## src/design/obtc_pkg.sv

```systemverilog
package obtc_pkg;

    localparam int FRAC_BITS = 16;

    localparam int RAW_W   = 21;
    localparam int TIME_W  = 32;
    localparam int SLOPE_W = 18;
    localparam int OFF_W   = 21;
    localparam int DB_W    = 16;
    localparam int MINC_W  = 10;
    localparam int OUT_W   = 23;
    localparam int PROD_W  = SLOPE_W + RAW_W;
    localparam int MQ_W    = PROD_W - FRAC_BITS + 1;
    localparam int EXT_W   = MQ_W + 2;

    localparam int APB_AW  = 5;
    localparam int APB_DW  = 32;

    localparam logic [2:0] REG_SLOPE_FALL   = 3'd0;
    localparam logic [2:0] REG_OFFSET_FALL  = 3'd1;
    localparam logic [2:0] REG_SLOPE_RISE   = 3'd2;
    localparam logic [2:0] REG_OFFSET_RISE  = 3'd3;
    localparam logic [2:0] REG_DEADBAND     = 3'd4;
    localparam logic [2:0] REG_BASE_TIME    = 3'd5;
    localparam logic [2:0] REG_MIN_COUNT    = 3'd6;
    localparam logic [2:0] REG_START_TIME   = 3'd7;

    localparam logic [SLOPE_W-1:0]       RST_SLOPE_FALL  = 18'd63177;
    localparam logic signed [OFF_W-1:0]  RST_OFFSET_FALL = 21'sd80282;
    localparam logic [SLOPE_W-1:0]       RST_SLOPE_RISE  = 18'd69114;
    localparam logic signed [OFF_W-1:0]  RST_OFFSET_RISE = -21'sd72076;
    localparam logic [DB_W-1:0]          RST_DEADBAND    = 16'd131;
    localparam logic [TIME_W-1:0]        RST_BASE_TIME   = 32'd120000;
    localparam logic [MINC_W-1:0]        RST_MIN_COUNT   = 10'd10;
    localparam logic [TIME_W-1:0]        RST_START_TIME  = 32'd0;

    localparam logic signed [EXT_W-1:0] OUT_LO = -26'sd1048576;
    localparam logic signed [EXT_W-1:0] OUT_HI = 26'sd3145728;
    localparam logic signed [EXT_W-1:0] OFF_LO = -26'sd1048576;
    localparam logic signed [EXT_W-1:0] OFF_HI = 26'sd1048575;

    typedef struct packed {
        logic [SLOPE_W-1:0]       slope_fall;
        logic signed [OFF_W-1:0]  offset_fall_base;
        logic [SLOPE_W-1:0]       slope_rise;
        logic signed [OFF_W-1:0]  offset_rise_base;
        logic [DB_W-1:0]          trend_deadband;
        logic [TIME_W-1:0]        baseline_time_ms;
        logic [MINC_W-1:0]        min_baseline_count;
        logic [TIME_W-1:0]        start_time_ms;
    } cfg_t;

    typedef struct packed {
        logic load;
        logic mul_item;
        logic add_item;
        logic acc;
        logic check;
        logic div_raw_go;
        logic take_raw;
        logic div_cor_go;
        logic take_cor;
        logic mul_fall_anchor;
        logic set_fall;
        logic mul_rise_anchor;
        logic set_rise;
        logic emit;
    } cmd_t;

    typedef struct packed {
        logic item_dyn;
        logic lock_hit;
        logic div_busy;
        logic out_free;
    } sts_t;

    // (slope * x + half LSB) >> FRAC_BITS
    function automatic logic [MQ_W-1:0] mul_round(input logic [PROD_W-1:0] p);
        logic [PROD_W:0] t;
        t = {1'b0, p} + (PROD_W + 1)'(1 << (FRAC_BITS - 1));
        return t[PROD_W:FRAC_BITS];
    endfunction

    function automatic logic signed [OUT_W-1:0] sat_out(input logic signed [EXT_W-1:0] v);
        logic signed [EXT_W-1:0] r;
        r = (v < OUT_LO) ? OUT_LO : ((v > OUT_HI) ? OUT_HI : v);
        return OUT_W'(r);
    endfunction

    function automatic logic signed [OFF_W-1:0] sat_off(input logic signed [EXT_W-1:0] v);
        logic signed [EXT_W-1:0] r;
        r = (v < OFF_LO) ? OFF_LO : ((v > OFF_HI) ? OFF_HI : v);
        return OFF_W'(r);
    endfunction

endpackage

```

## src/design/oxygen_baseline_trend_correction_top.sv

```systemverilog
// Oxygen baseline and trend correction. Each request carries a raw Q16 oxygen
// reading and a millisecond timestamp and yields exactly one result. During the
// baseline phase the falling line corrects the sample and raw and corrected sums
// accumulate; once the elapsed time reaches baseline_time_ms with more than
// min_baseline_count samples, the rounded means re-anchor both line offsets and
// the block enters the dynamic phase, where a deadband trend detector picks the
// rising or falling line. One request is processed at a time, and the locking
// request also waits on the bit-serial divider that forms the two means one after
// the other. A result held in the output register does not block the next
// request until that request is ready to leave.
module oxygen_baseline_trend_correction_top #(
    parameter int COUNT_WIDTH = 20
) (
    input  logic                        aclk,
    input  logic                        aresetn,
    input  logic                        s_tvalid,
    output logic                        s_tready,
    input  logic [55:0]                 s_tdata,  // raw_o2[20:0], now_ms[52:21], zero pad
    output logic                        m_tvalid,
    input  logic                        m_tready,
    output logic [23:0]                 m_tdata,  // corrected_o2[22:0], zero pad
    output logic [2:0]                  m_tuser,  // in_dynamic, trend_rising, baseline_locked_now
    input  logic                        psel,
    input  logic                        penable,
    input  logic                        pwrite,
    input  logic [obtc_pkg::APB_AW-1:0] paddr,
    input  logic [obtc_pkg::APB_DW-1:0] pwdata,
    output logic [obtc_pkg::APB_DW-1:0] prdata,
    output logic                        pready
);
    import obtc_pkg::*;

    cfg_t                    cfg;
    cmd_t                    cmd;
    sts_t                    sts;
    logic signed [OUT_W-1:0] corr;
    logic                    dyn;
    logic                    rising;
    logic                    locked;

    obtc_regs u_regs (
        .aclk    (aclk),
        .aresetn (aresetn),
        .psel    (psel),
        .penable (penable),
        .pwrite  (pwrite),
        .paddr   (paddr),
        .pwdata  (pwdata),
        .prdata  (prdata),
        .pready  (pready),
        .cfg_o   (cfg)
    );

    obtc_ctrl u_ctrl (
        .aclk      (aclk),
        .aresetn   (aresetn),
        .s_valid_i (s_tvalid),
        .s_ready_o (s_tready),
        .sts_i     (sts),
        .cmd_o     (cmd)
    );

    obtc_dpath #(
        .COUNT_WIDTH (COUNT_WIDTH)
    ) u_dpath (
        .aclk       (aclk),
        .aresetn    (aresetn),
        .cfg_i      (cfg),
        .cmd_i      (cmd),
        .sts_o      (sts),
        .raw_i      (s_tdata[RAW_W-1:0]),
        .now_i      (s_tdata[RAW_W+TIME_W-1:RAW_W]),
        .m_valid_o  (m_tvalid),
        .m_ready_i  (m_tready),
        .m_corr_o   (corr),
        .m_dyn_o    (dyn),
        .m_rising_o (rising),
        .m_locked_o (locked)
    );

    assign m_tdata = {1'b0, corr};
    assign m_tuser = {locked, rising, dyn};

`ifndef ASSERT_OFF
    a_lock_in_baseline: assert property (@(posedge aclk) disable iff (!aresetn)
        m_tvalid && m_tuser[2] |-> !m_tuser[0])
        else $error("lock flagged on a dynamic-phase result");

    a_rising_only_dynamic: assert property (@(posedge aclk) disable iff (!aresetn)
        m_tvalid && !m_tuser[0] |-> !m_tuser[1])
        else $error("rising line reported in baseline phase");

    a_out_range: assert property (@(posedge aclk) disable iff (!aresetn)
        m_tvalid |-> ($signed(m_tdata[22:0]) <= 23'sd3145728) && !m_tdata[23])
        else $error("corrected value out of range");

    a_one_at_a_time: assert property (@(posedge aclk) disable iff (!aresetn)
        s_tvalid && s_tready |=> !s_tready)
        else $error("request accepted while busy");
`endif

endmodule

```

## src/design/obtc_regs.sv

```systemverilog
module obtc_regs (
    input  logic                        aclk,
    input  logic                        aresetn,
    input  logic                        psel,
    input  logic                        penable,
    input  logic                        pwrite,
    input  logic [obtc_pkg::APB_AW-1:0] paddr,
    input  logic [obtc_pkg::APB_DW-1:0] pwdata,
    output logic [obtc_pkg::APB_DW-1:0] prdata,
    output logic                        pready,
    output obtc_pkg::cfg_t              cfg_o
);
    import obtc_pkg::*;

    cfg_t       cfg_reg;
    cfg_t       cfg_next;
    logic [2:0] idx;
    logic       wr_en;

    assign idx    = paddr[4:2];
    assign wr_en  = psel && penable && pwrite;
    assign pready = 1'b1;
    assign cfg_o  = cfg_reg;

    always_comb begin
        cfg_next = cfg_reg;
        if (wr_en) begin
            unique case (idx)
                REG_SLOPE_FALL:  cfg_next.slope_fall         = pwdata[SLOPE_W-1:0];
                REG_OFFSET_FALL: cfg_next.offset_fall_base   = $signed(pwdata[OFF_W-1:0]);
                REG_SLOPE_RISE:  cfg_next.slope_rise         = pwdata[SLOPE_W-1:0];
                REG_OFFSET_RISE: cfg_next.offset_rise_base   = $signed(pwdata[OFF_W-1:0]);
                REG_DEADBAND:    cfg_next.trend_deadband     = pwdata[DB_W-1:0];
                REG_BASE_TIME:   cfg_next.baseline_time_ms   = pwdata[TIME_W-1:0];
                REG_MIN_COUNT:   cfg_next.min_baseline_count = pwdata[MINC_W-1:0];
                REG_START_TIME:  cfg_next.start_time_ms      = pwdata[TIME_W-1:0];
                default:         cfg_next = cfg_reg;
            endcase
        end
    end

    always_ff @(posedge aclk) begin
        if (!aresetn) begin
            cfg_reg.slope_fall         <= RST_SLOPE_FALL;
            cfg_reg.offset_fall_base   <= RST_OFFSET_FALL;
            cfg_reg.slope_rise         <= RST_SLOPE_RISE;
            cfg_reg.offset_rise_base   <= RST_OFFSET_RISE;
            cfg_reg.trend_deadband     <= RST_DEADBAND;
            cfg_reg.baseline_time_ms   <= RST_BASE_TIME;
            cfg_reg.min_baseline_count <= RST_MIN_COUNT;
            cfg_reg.start_time_ms      <= RST_START_TIME;
        end else begin
            cfg_reg <= cfg_next;
        end
    end

    always_comb begin
        unique case (idx)
            REG_SLOPE_FALL:  prdata = APB_DW'(cfg_reg.slope_fall);
            REG_OFFSET_FALL: prdata = APB_DW'(cfg_reg.offset_fall_base);
            REG_SLOPE_RISE:  prdata = APB_DW'(cfg_reg.slope_rise);
            REG_OFFSET_RISE: prdata = APB_DW'(cfg_reg.offset_rise_base);
            REG_DEADBAND:    prdata = APB_DW'(cfg_reg.trend_deadband);
            REG_BASE_TIME:   prdata = cfg_reg.baseline_time_ms;
            REG_MIN_COUNT:   prdata = APB_DW'(cfg_reg.min_baseline_count);
            REG_START_TIME:  prdata = cfg_reg.start_time_ms;
            default:         prdata = '0;
        endcase
    end

endmodule

```

## src/design/obtc_div.sv

```systemverilog
module obtc_div #(
    parameter int DVD_W = 43,
    parameter int DVS_W = 20
) (
    input  logic             aclk,
    input  logic             aresetn,
    input  logic             start_i,
    input  logic [DVD_W-1:0] dividend_i,
    input  logic [DVS_W-1:0] divisor_i,
    output logic             busy_o,
    output logic [DVD_W-1:0] quotient_o
);
    localparam int CNT_W = $clog2(DVD_W + 1);

    logic [DVD_W-1:0] q_reg;
    logic [DVS_W-1:0] rem_reg;
    logic [DVS_W-1:0] dvs_reg;
    logic [CNT_W-1:0] cnt_reg;
    logic             busy_reg;

    logic [DVS_W:0]   shifted;
    logic [DVS_W:0]   diff;
    logic             ge;

    assign shifted    = {rem_reg, q_reg[DVD_W-1]};
    assign ge         = shifted >= {1'b0, dvs_reg};
    assign diff       = shifted - {1'b0, dvs_reg};
    assign busy_o     = busy_reg;
    assign quotient_o = q_reg;

    always_ff @(posedge aclk) begin
        if (!aresetn) begin
            busy_reg <= 1'b0;
            cnt_reg  <= '0;
        end else if (start_i) begin
            busy_reg <= 1'b1;
            cnt_reg  <= CNT_W'(DVD_W);
        end else if (busy_reg) begin
            cnt_reg <= cnt_reg - 1'b1;
            if (cnt_reg == CNT_W'(1)) begin
                busy_reg <= 1'b0;
            end
        end
    end

    always_ff @(posedge aclk) begin
        if (start_i) begin
            q_reg   <= dividend_i;
            rem_reg <= '0;
            dvs_reg <= divisor_i;
        end else if (busy_reg) begin
            q_reg   <= {q_reg[DVD_W-2:0], ge};
            rem_reg <= ge ? diff[DVS_W-1:0] : shifted[DVS_W-1:0];
        end
    end

endmodule

```

## src/design/obtc_dpath.sv

```systemverilog
module obtc_dpath #(
    parameter int COUNT_WIDTH = 20
) (
    input  logic                              aclk,
    input  logic                              aresetn,
    input  obtc_pkg::cfg_t                    cfg_i,
    input  obtc_pkg::cmd_t                    cmd_i,
    output obtc_pkg::sts_t                    sts_o,
    input  logic [obtc_pkg::RAW_W-1:0]        raw_i,
    input  logic [obtc_pkg::TIME_W-1:0]       now_i,
    output logic                              m_valid_o,
    input  logic                              m_ready_i,
    output logic signed [obtc_pkg::OUT_W-1:0] m_corr_o,
    output logic                              m_dyn_o,
    output logic                              m_rising_o,
    output logic                              m_locked_o
);
    import obtc_pkg::*;

    localparam int RSUM_W = COUNT_WIDTH + 22;
    localparam int CSUM_W = COUNT_WIDTH + 24;
    localparam int DVD_W  = COUNT_WIDTH + 23;

    logic [RAW_W-1:0]         raw_reg;
    logic [TIME_W-1:0]        now_reg;
    logic                     item_dyn_reg;
    logic [PROD_W-1:0]        prod_reg;
    logic signed [OUT_W-1:0]  c_reg;
    logic                     locked_reg;
    logic                     phase_reg;
    logic                     trend_reg;
    logic [RAW_W-1:0]         prev_reg;
    logic [RSUM_W-1:0]        rsum_reg;
    logic signed [CSUM_W-1:0] csum_reg;
    logic [COUNT_WIDTH-1:0]   cnt_reg;
    logic signed [OFF_W-1:0]  fall_act_reg;
    logic signed [OFF_W-1:0]  rise_act_reg;
    logic [RAW_W-1:0]         base_raw_reg;
    logic signed [OUT_W-1:0]  base_true_reg;
    logic                     cor_neg_reg;

    logic                     out_valid_reg;
    logic signed [OUT_W-1:0]  out_corr_reg;
    logic                     out_dyn_reg;
    logic                     out_rising_reg;
    logic                     out_locked_reg;

    logic [RAW_W:0]           raw_plus_db;
    logic [RAW_W:0]           prev_plus_db;
    logic                     trend_new;
    logic [SLOPE_W-1:0]       mul_a;
    logic [RAW_W-1:0]         mul_b;
    logic [MQ_W-1:0]          mq;
    logic signed [OFF_W-1:0]  off_sel;
    logic signed [EXT_W-1:0]  c_ext;
    logic signed [EXT_W-1:0]  anchor_ext;
    logic                     lock_hit;
    logic [TIME_W-1:0]        elapsed;
    logic [DVD_W-1:0]         half_cnt;
    logic                     csum_neg;
    logic [CSUM_W-1:0]        csum_inv;
    logic                     div_start;
    logic [DVD_W-1:0]         div_dvd;
    logic                     div_busy;
    logic [DVD_W-1:0]         div_quo;
    logic                     out_free;

    // trend decision against the previous sample
    assign raw_plus_db  = {1'b0, raw_i} + (RAW_W + 1)'(cfg_i.trend_deadband);
    assign prev_plus_db = {1'b0, prev_reg} + (RAW_W + 1)'(cfg_i.trend_deadband);
    always_comb begin
        if (raw_plus_db < {1'b0, prev_reg}) begin
            trend_new = 1'b0;
        end else if ({1'b0, raw_i} > prev_plus_db) begin
            trend_new = 1'b1;
        end else begin
            trend_new = trend_reg;
        end
    end

    always_comb begin
        mul_a = cfg_i.slope_fall;
        mul_b = raw_reg;
        if (cmd_i.mul_fall_anchor) begin
            mul_b = base_raw_reg;
        end else if (cmd_i.mul_rise_anchor) begin
            mul_a = cfg_i.slope_rise;
            mul_b = base_raw_reg;
        end else if (item_dyn_reg && trend_reg) begin
            mul_a = cfg_i.slope_rise;
        end
    end

    assign mq = mul_round(prod_reg);

    always_comb begin
        if (!item_dyn_reg) begin
            off_sel = cfg_i.offset_fall_base;
        end else if (trend_reg) begin
            off_sel = rise_act_reg;
        end else begin
            off_sel = fall_act_reg;
        end
    end

    assign c_ext      = $signed({2'b00, mq}) + EXT_W'(off_sel);
    assign anchor_ext = EXT_W'(base_true_reg) - $signed({2'b00, mq});

    assign elapsed  = now_reg - cfg_i.start_time_ms;
    assign lock_hit = (elapsed >= cfg_i.baseline_time_ms) &&
                      (cnt_reg > COUNT_WIDTH'(cfg_i.min_baseline_count));

    assign half_cnt = DVD_W'(cnt_reg >> 1);
    assign csum_neg = csum_reg[CSUM_W-1];
    assign csum_inv = csum_neg ? ~csum_reg : csum_reg;

    always_comb begin
        div_start = cmd_i.div_raw_go || cmd_i.div_cor_go;
        if (cmd_i.div_cor_go) begin
            div_dvd = DVD_W'(csum_inv) + half_cnt + DVD_W'(csum_neg);
        end else begin
            div_dvd = DVD_W'(rsum_reg) + half_cnt;
        end
    end

    obtc_div #(
        .DVD_W (DVD_W),
        .DVS_W (COUNT_WIDTH)
    ) u_div (
        .aclk       (aclk),
        .aresetn    (aresetn),
        .start_i    (div_start),
        .dividend_i (div_dvd),
        .divisor_i  (cnt_reg),
        .busy_o     (div_busy),
        .quotient_o (div_quo)
    );

    assign out_free = !out_valid_reg || m_ready_i;

    assign sts_o.item_dyn = item_dyn_reg;
    assign sts_o.lock_hit = lock_hit;
    assign sts_o.div_busy = div_busy;
    assign sts_o.out_free = out_free;

    // item payload
    always_ff @(posedge aclk) begin
        if (cmd_i.load) begin
            raw_reg <= raw_i;
            now_reg <= now_i;
        end
        if (cmd_i.mul_item || cmd_i.mul_fall_anchor || cmd_i.mul_rise_anchor) begin
            prod_reg <= PROD_W'(mul_a) * PROD_W'(mul_b);
        end
        if (cmd_i.add_item) begin
            c_reg <= sat_out(c_ext);
        end
        if (cmd_i.div_cor_go) begin
            cor_neg_reg <= csum_neg;
        end
        if (cmd_i.take_raw) begin
            base_raw_reg <= div_quo[RAW_W-1:0];
        end
        if (cmd_i.take_cor) begin
            base_true_reg <= cor_neg_reg ? -$signed(div_quo[OUT_W-1:0])
                                         : $signed(div_quo[OUT_W-1:0]);
        end
        if (cmd_i.emit) begin
            out_corr_reg   <= c_reg;
            out_dyn_reg    <= item_dyn_reg;
            out_rising_reg <= item_dyn_reg && trend_reg;
            out_locked_reg <= locked_reg;
        end
    end

    // block state
    always_ff @(posedge aclk) begin
        if (!aresetn) begin
            item_dyn_reg  <= 1'b0;
            locked_reg    <= 1'b0;
            phase_reg     <= 1'b0;
            trend_reg     <= 1'b0;
            prev_reg      <= '0;
            rsum_reg      <= '0;
            csum_reg      <= '0;
            cnt_reg       <= '0;
            fall_act_reg  <= RST_OFFSET_FALL;
            rise_act_reg  <= RST_OFFSET_RISE;
            out_valid_reg <= 1'b0;
        end else begin
            if (cmd_i.load) begin
                item_dyn_reg <= phase_reg;
                locked_reg   <= 1'b0;
                if (phase_reg) begin
                    trend_reg <= trend_new;
                end
            end
            if (cmd_i.acc && (cnt_reg != '1)) begin
                rsum_reg <= rsum_reg + RSUM_W'(raw_reg);
                csum_reg <= csum_reg + CSUM_W'(c_reg);
                cnt_reg  <= cnt_reg + 1'b1;
            end
            if (cmd_i.check) begin
                locked_reg <= lock_hit;
            end
            if (cmd_i.set_fall) begin
                fall_act_reg <= sat_off(anchor_ext);
            end
            if (cmd_i.set_rise) begin
                rise_act_reg <= sat_off(anchor_ext);
            end
            if (cmd_i.emit) begin
                out_valid_reg <= 1'b1;
                if (locked_reg) begin
                    phase_reg <= 1'b1;
                    trend_reg <= 1'b0;
                    prev_reg  <= raw_reg;
                end else if (item_dyn_reg) begin
                    prev_reg <= raw_reg;
                end
            end else if (m_ready_i) begin
                out_valid_reg <= 1'b0;
            end
        end
    end

    assign m_valid_o  = out_valid_reg;
    assign m_corr_o   = out_corr_reg;
    assign m_dyn_o    = out_dyn_reg;
    assign m_rising_o = out_rising_reg;
    assign m_locked_o = out_locked_reg;

endmodule

```

## src/design/obtc_ctrl.sv

```systemverilog
module obtc_ctrl (
    input  logic           aclk,
    input  logic           aresetn,
    input  logic           s_valid_i,
    output logic           s_ready_o,
    input  obtc_pkg::sts_t sts_i,
    output obtc_pkg::cmd_t cmd_o
);
    import obtc_pkg::*;

    localparam logic [3:0] ST_IDLE      = 4'd0;
    localparam logic [3:0] ST_MUL       = 4'd1;
    localparam logic [3:0] ST_ADD       = 4'd2;
    localparam logic [3:0] ST_ACC       = 4'd3;
    localparam logic [3:0] ST_CHK       = 4'd4;
    localparam logic [3:0] ST_DIVR_GO   = 4'd5;
    localparam logic [3:0] ST_DIVR_WAIT = 4'd6;
    localparam logic [3:0] ST_DIVC_GO   = 4'd7;
    localparam logic [3:0] ST_DIVC_WAIT = 4'd8;
    localparam logic [3:0] ST_MUL_FALL  = 4'd9;
    localparam logic [3:0] ST_SET_FALL  = 4'd10;
    localparam logic [3:0] ST_MUL_RISE  = 4'd11;
    localparam logic [3:0] ST_SET_RISE  = 4'd12;
    localparam logic [3:0] ST_EMIT      = 4'd13;

    logic [3:0] state_reg;
    logic [3:0] state_next;

    assign s_ready_o = (state_reg == ST_IDLE);

    always_comb begin
        state_next = state_reg;
        cmd_o      = '0;
        unique case (state_reg)
            ST_IDLE: begin
                if (s_valid_i) begin
                    cmd_o.load = 1'b1;
                    state_next = ST_MUL;
                end
            end
            ST_MUL: begin
                cmd_o.mul_item = 1'b1;
                state_next     = ST_ADD;
            end
            ST_ADD: begin
                cmd_o.add_item = 1'b1;
                state_next     = sts_i.item_dyn ? ST_EMIT : ST_ACC;
            end
            ST_ACC: begin
                cmd_o.acc  = 1'b1;
                state_next = ST_CHK;
            end
            ST_CHK: begin
                cmd_o.check = 1'b1;
                state_next  = sts_i.lock_hit ? ST_DIVR_GO : ST_EMIT;
            end
            ST_DIVR_GO: begin
                cmd_o.div_raw_go = 1'b1;
                state_next       = ST_DIVR_WAIT;
            end
            ST_DIVR_WAIT: begin
                if (!sts_i.div_busy) begin
                    cmd_o.take_raw = 1'b1;
                    state_next     = ST_DIVC_GO;
                end
            end
            ST_DIVC_GO: begin
                cmd_o.div_cor_go = 1'b1;
                state_next       = ST_DIVC_WAIT;
            end
            ST_DIVC_WAIT: begin
                if (!sts_i.div_busy) begin
                    cmd_o.take_cor = 1'b1;
                    state_next     = ST_MUL_FALL;
                end
            end
            ST_MUL_FALL: begin
                cmd_o.mul_fall_anchor = 1'b1;
                state_next            = ST_SET_FALL;
            end
            ST_SET_FALL: begin
                cmd_o.set_fall = 1'b1;
                state_next     = ST_MUL_RISE;
            end
            ST_MUL_RISE: begin
                cmd_o.mul_rise_anchor = 1'b1;
                state_next            = ST_SET_RISE;
            end
            ST_SET_RISE: begin
                cmd_o.set_rise = 1'b1;
                state_next     = ST_EMIT;
            end
            ST_EMIT: begin
                if (sts_i.out_free) begin
                    cmd_o.emit = 1'b1;
                    state_next = ST_IDLE;
                end
            end
            default: begin
                state_next = ST_IDLE;
            end
        endcase
    end

    always_ff @(posedge aclk) begin
        if (!aresetn) begin
            state_reg <= ST_IDLE;
        end else begin
            state_reg <= state_next;
        end
    end

endmodule
```

## config.mk

```make
export PLATFORM = sky130hd
export DESIGN_NAME = oxygen_baseline_trend_correction_top
export DESIGN_NICKNAME = d
export VERILOG_FILES = /design/src/design/obtc_pkg.sv /design/src/design/oxygen_baseline_trend_correction_top.sv /design/src/design/obtc_regs.sv /design/src/design/obtc_div.sv /design/src/design/obtc_dpath.sv /design/src/design/obtc_ctrl.sv
export SDC_FILE = /design/constraint.sdc
export NUM_CORES = 2
export LEC_CHECK = 0
export ABC_AREA = 1
export BUFFER_PORTS_ARGS = -buffer_cell sky130_fd_sc_hd__buf_2
export CAP_MARGIN = 20
export CORE_MARGIN = 4
export CORE_UTILIZATION = 55
export CTS_CLUSTER_DIAMETER = 60
export DETAILED_ROUTE_END_ITERATION = 8
export GPL_TIMING_DRIVEN = 1
export PLACE_DENSITY = 0.78
export SYNTH_ARGS = -nofsm -noshare
export SYNTH_HDL_FRONTEND = slang
export SYNTH_SLANG_ARGS = --single-unit
export TNS_END_PERCENT = 30
```

## constraint.sdc

```tcl
create_clock -name aclk -period 17.95 [get_ports aclk]
set_input_delay 2.6925 -clock aclk [delete_from_list [all_inputs] [get_ports aclk]]
set_output_delay 2.6925 -clock aclk [all_outputs]
set_load 0.01 [all_outputs]
```

== After elaboration in Yosys (flattened, before gate mapping) ==
Cells that the tools add are included.

* Logic and storage cells: 178
* Bits of input ports: 100
* Register bits after elaboration: 622
* Output and inout port bits: 62

* Magnitude comparators: 9
* Reduce and logical (&&, ||, !) cells: 29
* Bitwise gates (word level): 2
* Multipliers: 1
* Equal/unequal tests: 26
* Mux-type cells: 58
* Add/sub/neg operators: 15

{| class="wikitable"
|+ Operators by type and width
! cell !! number
|-
| $pmux 32 s8 || 1
|-
| $mux 43 || 4
|-
| $mux 21 || 8
|-
| $pmux 4 s14 || 1
|-
| $mux 18 || 3
|-
| $lt 26x21->1 const B || 2
|-
| $mux 23 || 2
|-
| $add 21x16->22 || 2
|-
| $add 44x23->44 || 1
|-
| $add 42x19->43 || 1
|-
| $add 43x1->43 || 1
|-
| $add 43x19->43 || 1
|-
| $not 43->43 || 1
|-
| $add 42x21->42 || 1
|-
| $add 39x16->40 const B || 1
|-
| $mul 18x21->39 || 1
|-
| $ge 32x32->1 || 1
|-
| $sub 32x32->32 || 1
|-
| $mux 1 || 30
|-
| $add 25x21->26 || 1
|-
| $gt 26x21->1 const B || 1
|-
| $gt 26x23->1 const B || 1
|-
| $sub 23x25->26 || 1
|-
| $eq 4x4->1 const B || 6
|-
| 31 further kinds || 67
|}

== Depth between registers and ports, before layout ==
* Depth after elaboration: 8
* Depth in mapped cells: 36
* Mapped depth without buffers: 35

== Hierarchy ==
From an unflattened synthesis, not the netlist that was laid out.

* Cells, all modules: 7932
* Area, all modules: 56025.0 µm²

{| class="wikitable"
|+ Modules (own cells, without submodules)
! module !! cells each !! instances !! sequential area each (µm²) !! area each (µm²)
|-
| obtc_dpath || 6090 || 1 || 8618.3 || 42833.6
|-
| obtc_regs || 1083 || 1 || 3363.2 || 7533.5
|-
| obtc_div || 665 || 1 || 2432.3 || 5183.7
|-
| obtc_ctrl || 89 || 1 || 80.1 || 440.4
|-
| oxygen_baseline_trend_correction_top || 5 || 1 || 0.0 || 33.8
|}

== Worst setup path before layout ==
Ideal clock, no wire load.

* Path type: register -> register
* Start point: register u_ctrl.state_reg[3]
* End point: register u_dpath.prod_reg[37] (data pin)
* Setup time: 0.252 ns
* Stages on the path, launching flop included: 31
* Setup slack: 11.304 ns
* Path buffers: 2
* Data required time: 17.698 ns
* Arrival: 6.394 ns
* Period minus slack after synthesis: 6.646 ns
* Path through: dfxtp_1 > inv_1 > nor2_1 > inv_2 > nor2_2 > inv_2 > nand2_2 > nand2_2 > buf_6 > o21ai_0 > buf_2 > nor2_1 > fa_1 > inv_1 > fa_1 > fa_1 > fa_1 > inv_1 > fa_1 > inv_1 > fa_1 > inv_1 > ha_1 > a21oi_1 > o21ai_0 > a21oi_1 > nor3_1 > a2111oi_0 > nand2_1 > nand2_1 > nand2_1

* Word-level cells in the longest chain between the ends: 5
* Elaborated cells on any way between the ends: 9
* Those cells by class: mul (1); eq/ne (2); mux (6)

{| class="wikitable"
|+ RTL lines
! item !! RTL line !! source
|-
| from (decl) || obtc_ctrl.sv:26 || <nowiki>logic [3:0] state_reg;</nowiki>
|-
| from (signal assigned) || obtc_ctrl.sv:109 || <nowiki>state_reg <= state_next;</nowiki>
|-
| $eq 4x4->1 || obtc_ctrl.sv:34 || <nowiki>unique case (state_reg)</nowiki>
|-
| $mux 1 || obtc_ctrl.sv:34 ||
|-
| $mux 18 or $mux 21 (tied branches) || obtc_dpath.sv:86 || <nowiki>end else if (cmd_i.mul_rise_anchor) begin</nowiki>
|-
| $mux 18 or $mux 21 (tied branches) || obtc_dpath.sv:84 || <nowiki>if (cmd_i.mul_fall_anchor) begin</nowiki>
|-
| $mul 18x21->39 * || obtc_dpath.sv:153 || <nowiki>prod_reg <= PROD_W'(mul_a) * PROD_W'(mul_b);</nowiki>
|-
| to (signal assigned) || obtc_dpath.sv:153 ||
|-
| to (decl) || obtc_dpath.sv:27 || <nowiki>logic [PROD_W-1:0] prod_reg;</nowiki>
|}

Mark *: on every way between the ends. The rest lies on a longest branch, timed or not.
A chain may end at the register's enable or synchronous reset.

== Final worst setup path ==
Same ends and word-level chain as after synthesis.

==> results.md <==
* Status: finished, final reports clean
* Remaining DRCs at 0
* Comb power frac at 64.5%
* Inserted Clock Buffers at 77
* Fin nets at 8532
* PortBufs at 154
* ANT nets after route at 0
* Die Y at 325 um
* Hold Crit Class: flop to flop
* Crit path top cell by count: inv_1
* Synth top cells by count: 1667 x nand2_1, 1256 x inv_1, 714 x nor2_1
* Final period utilization at 51.9%
* H-tree depth at 3
* Hold buffer count at CTS at 0
* Met2 usage at 51.5%
* Final wirelength at 177 mm
* Startpoint types: flop
* Final Hold Violating Endpoints at 0
* Tmin final at 9.31 ns
* GRT overflow at 0
* Via density at 5.80
* Clock Sink Count at 607
* Root Buffer: clkbuf_16
* Worst-Skew Late Latency at 0.67 ns
* Net load switching power at 4.89 mW
* Critical setup path kind: flop to flop
* GRT Total Usage at 32.4%
* Mean Syn Cell Area at 7.25 um^2
* Slowest-stage cell, CP: o21ai_2
* Met3 Use GR at 6.81%
* Die X at 325 um
* Sequential group share of total power at 18.9%
* Row cnt at 115
* Drt first pass iters at 6
* IO Count at 162
* Max-slew headroom at 20.5%
* Core Util, Final at 60.4%
* Total Die Area at 105000 um^2
* Worst Min Path Start: u_dpath.phase_reg$_SDFFE_PN0P_
* Pwr Density at 165 nW/um^2
* Global-route wire length before repair at 274 mm
* Layout cell share with drive strength beyond 1 at 6.27%
* Area leader, netlist: dfxtp_1
* Routability cong. at 1.02
* Internal at 4.95 mW
* Starting density of the core at 55.8%
* Most common cell in the netlist: nand2_1
* Yosys warnings at 0
* Synth area leaders: dfxtp_1 14%, edfxtp_1 13%, nand2_1 11%
* Antenna violations before repair at 7
* Largest register FFs at 168
* Post-synthesis register bit count at 607
* Sequential cell area fraction in the yosys report at 26.3%
* Clk network pwr share at 16.6%
* CP required at 18.37 ns
* Reg-to-Reg Start: u_ctrl.state_reg[3]$_SDFFE_PN0P_
* M1 GR Usage at 43.6%
* Yosys cell types at 64
* Post-DP HPWL at 138 mm
* IR drop worst, VDD at 0.374 mV
* Worst Path Max Fanout at 27
* Syn_nets at 8449
* Switching Share at 49.7%
* Max Slew Vio Count at 0
* Unrepaired setup endpoints after global routing: no
* Crit path largest cell delay at 0.71 ns
* Via count at 52500
* Setup TNS at 0 ns
* Setup Viol. Count Final at 0
* Setup bufs post-CTS at 0
* CP Capture Type: flop
* CTS tree: done
* Clock Skews at 0.0309 ns
* DR iter-0 viols at 5635
* Gate Count Post-Synth at 7605
* Slew @ Worst Pin at 1.19 ns
* Number of synthesized flops with an enable pin at 234
* Post_cts resized at 0
* Post-synth top flop: dfxtp_1
* CP Launch Point: u_ctrl.state_reg[3]$_SDFFE_PN0P_
* Core area at 98900 um^2
* Synth async-reset ratio at 0%
* Synth Cell Area at 55100 um^2
* Pin count of the biggest net entering global routing at 205
* Fmax achieved at 0.107 GHz
* Top cell type's share of synthesized area at 13.5%
* Clock Pin Slew Worst Setup and Hold Paths at 0.06 ns
* CP arrival at 9.74 ns
* Bufs on Longest Clock Path at 3
* Vias in the first global route at 49800
* Leak pwr at 28.6 nW
* Max cap viols at 0
* Routed len/inst at 19.5 um
* GR peak layer: met2
* Synth-to-Final Area Change at 8.36%
## power by group through the flow
| stage | Clock (mW) | Combinational, mW | Sequential, mW |
|---|---|---|---|
| detailed placement | 0 | 6.22 | 1.89 |
| finish | 1.63 | 6.35 | 1.86 |
| global route | 1.70 | 7.14 | 1.87 |
| floorplan | 0 | 4.56 | 1.84 |
| global placement | 0 | 6.13 | 1.88 |
| CTS | 1.64 | 6.26 | 1.86 |
## worst max-delay path: cells and delay by family, from the launching register on
kind | cells | cell delay [ns]
and+or+nand+nor | 11 | 2.20
DFF | 1 | 0.38
adders and majority gates | 7 | 3.18
AOI/OAI and AO/OA | 4 | 2.00
buffers and inverters | 9 | 1.26
## worst paths after layout
check	endpoint	slack (ns)	depth (start not counted)
hold reg to reg	u_dpath.phase_reg$_SDFFE_PN0P_	0.46	2
setup reg to reg	u_dpath.prod_reg[37]$_DFFE_PP_	8.64	31
setup / recovery	u_dpath.prod_reg[37]$_DFFE_PP_	8.64	31
hold / removal	u_dpath.phase_reg$_SDFFE_PN0P_	0.46	2
## cell usage in the layout (no fill, tap or decap), types with 32 or more instances in the layout
cell / count
nand2_1: 1666
inv_1: 1255
nor2_1: 710
a21oi_1: 583
o21ai_0: 489
ha_1: 432
dfxtp_1: 372
nand3_1: 318
fa_1: 312
edfxtp_1: 234
xor2_1: 179
buf_2: 153
nor3_1: 98
nand4_1: 87
xnor2_1: 84
clkbuf_16: 79
o211ai_1: 69
buf_4: 48
nor2_2: 40
or2_2: 38
o21ai_1: 36
o21bai_1: 35
o22ai_1: 32
## per-layer routing
layer / part of all wire, % / vias up
met5: 0.0085 / -
met4: 4.4 / 2
met3: 11 / 434
met2: 44 / 2624
met1: 41 / 24600
li1: - / 24800
## metrics by stage
| stage | area (um^2) | power (mW) | setup WS, ns | std cells | hold slack [ns] |
|---|---|---|---|---|---|
| after floorplan | 55100 | 6.40 | 11.30 | 7605 | 0.426 |
| after global placement | 57100 | 8.01 | 8.95 | 8895 | 0.444 |
| after detailed placement | 57100 | 8.11 | 8.90 | 8895 | 0.451 |
| after CTS | 59700 | 9.76 | 8.88 | 9039 | 0.460 |
| after global routing | 59700 | 10.7 | 8.15 | 9041 | 0.463 |
| final | 59700 | 9.84 | 8.64 | 9042 | 0.460 |
## cell families after synthesis
family                     count (synthesis)  synth area share, %
and+or+nand+nor                         3044                 23.0
buffers and inverters                   1488                 10.4
AOI/OAI and AO/OA                       1446                 14.7
adders and majority gates                744                 21.1
DFF                                      607                 26.3
xor gates and xnor gates                 274                 4.52
other                                      2               0.0136
## cell type report
| class | instances | area [um^2] |
|---|---|---|
| Antenna cell | 2 | 5.00 |
| Clock buffer | 97 | 2100 |
| Clock inverter | 47 | 559 |
| Fill cell | 8919 | 39100 |
| Inverter | 1288 | 4840 |
| Multi-Input combinational cell | 5510 | 35000 |
| Sequential cell | 607 | 14500 |
| Tap cell | 1287 | 1610 |
| Timing Repair Buffer | 204 | 1170 |
Note: power is estimated with default switching activity, not from simulation.
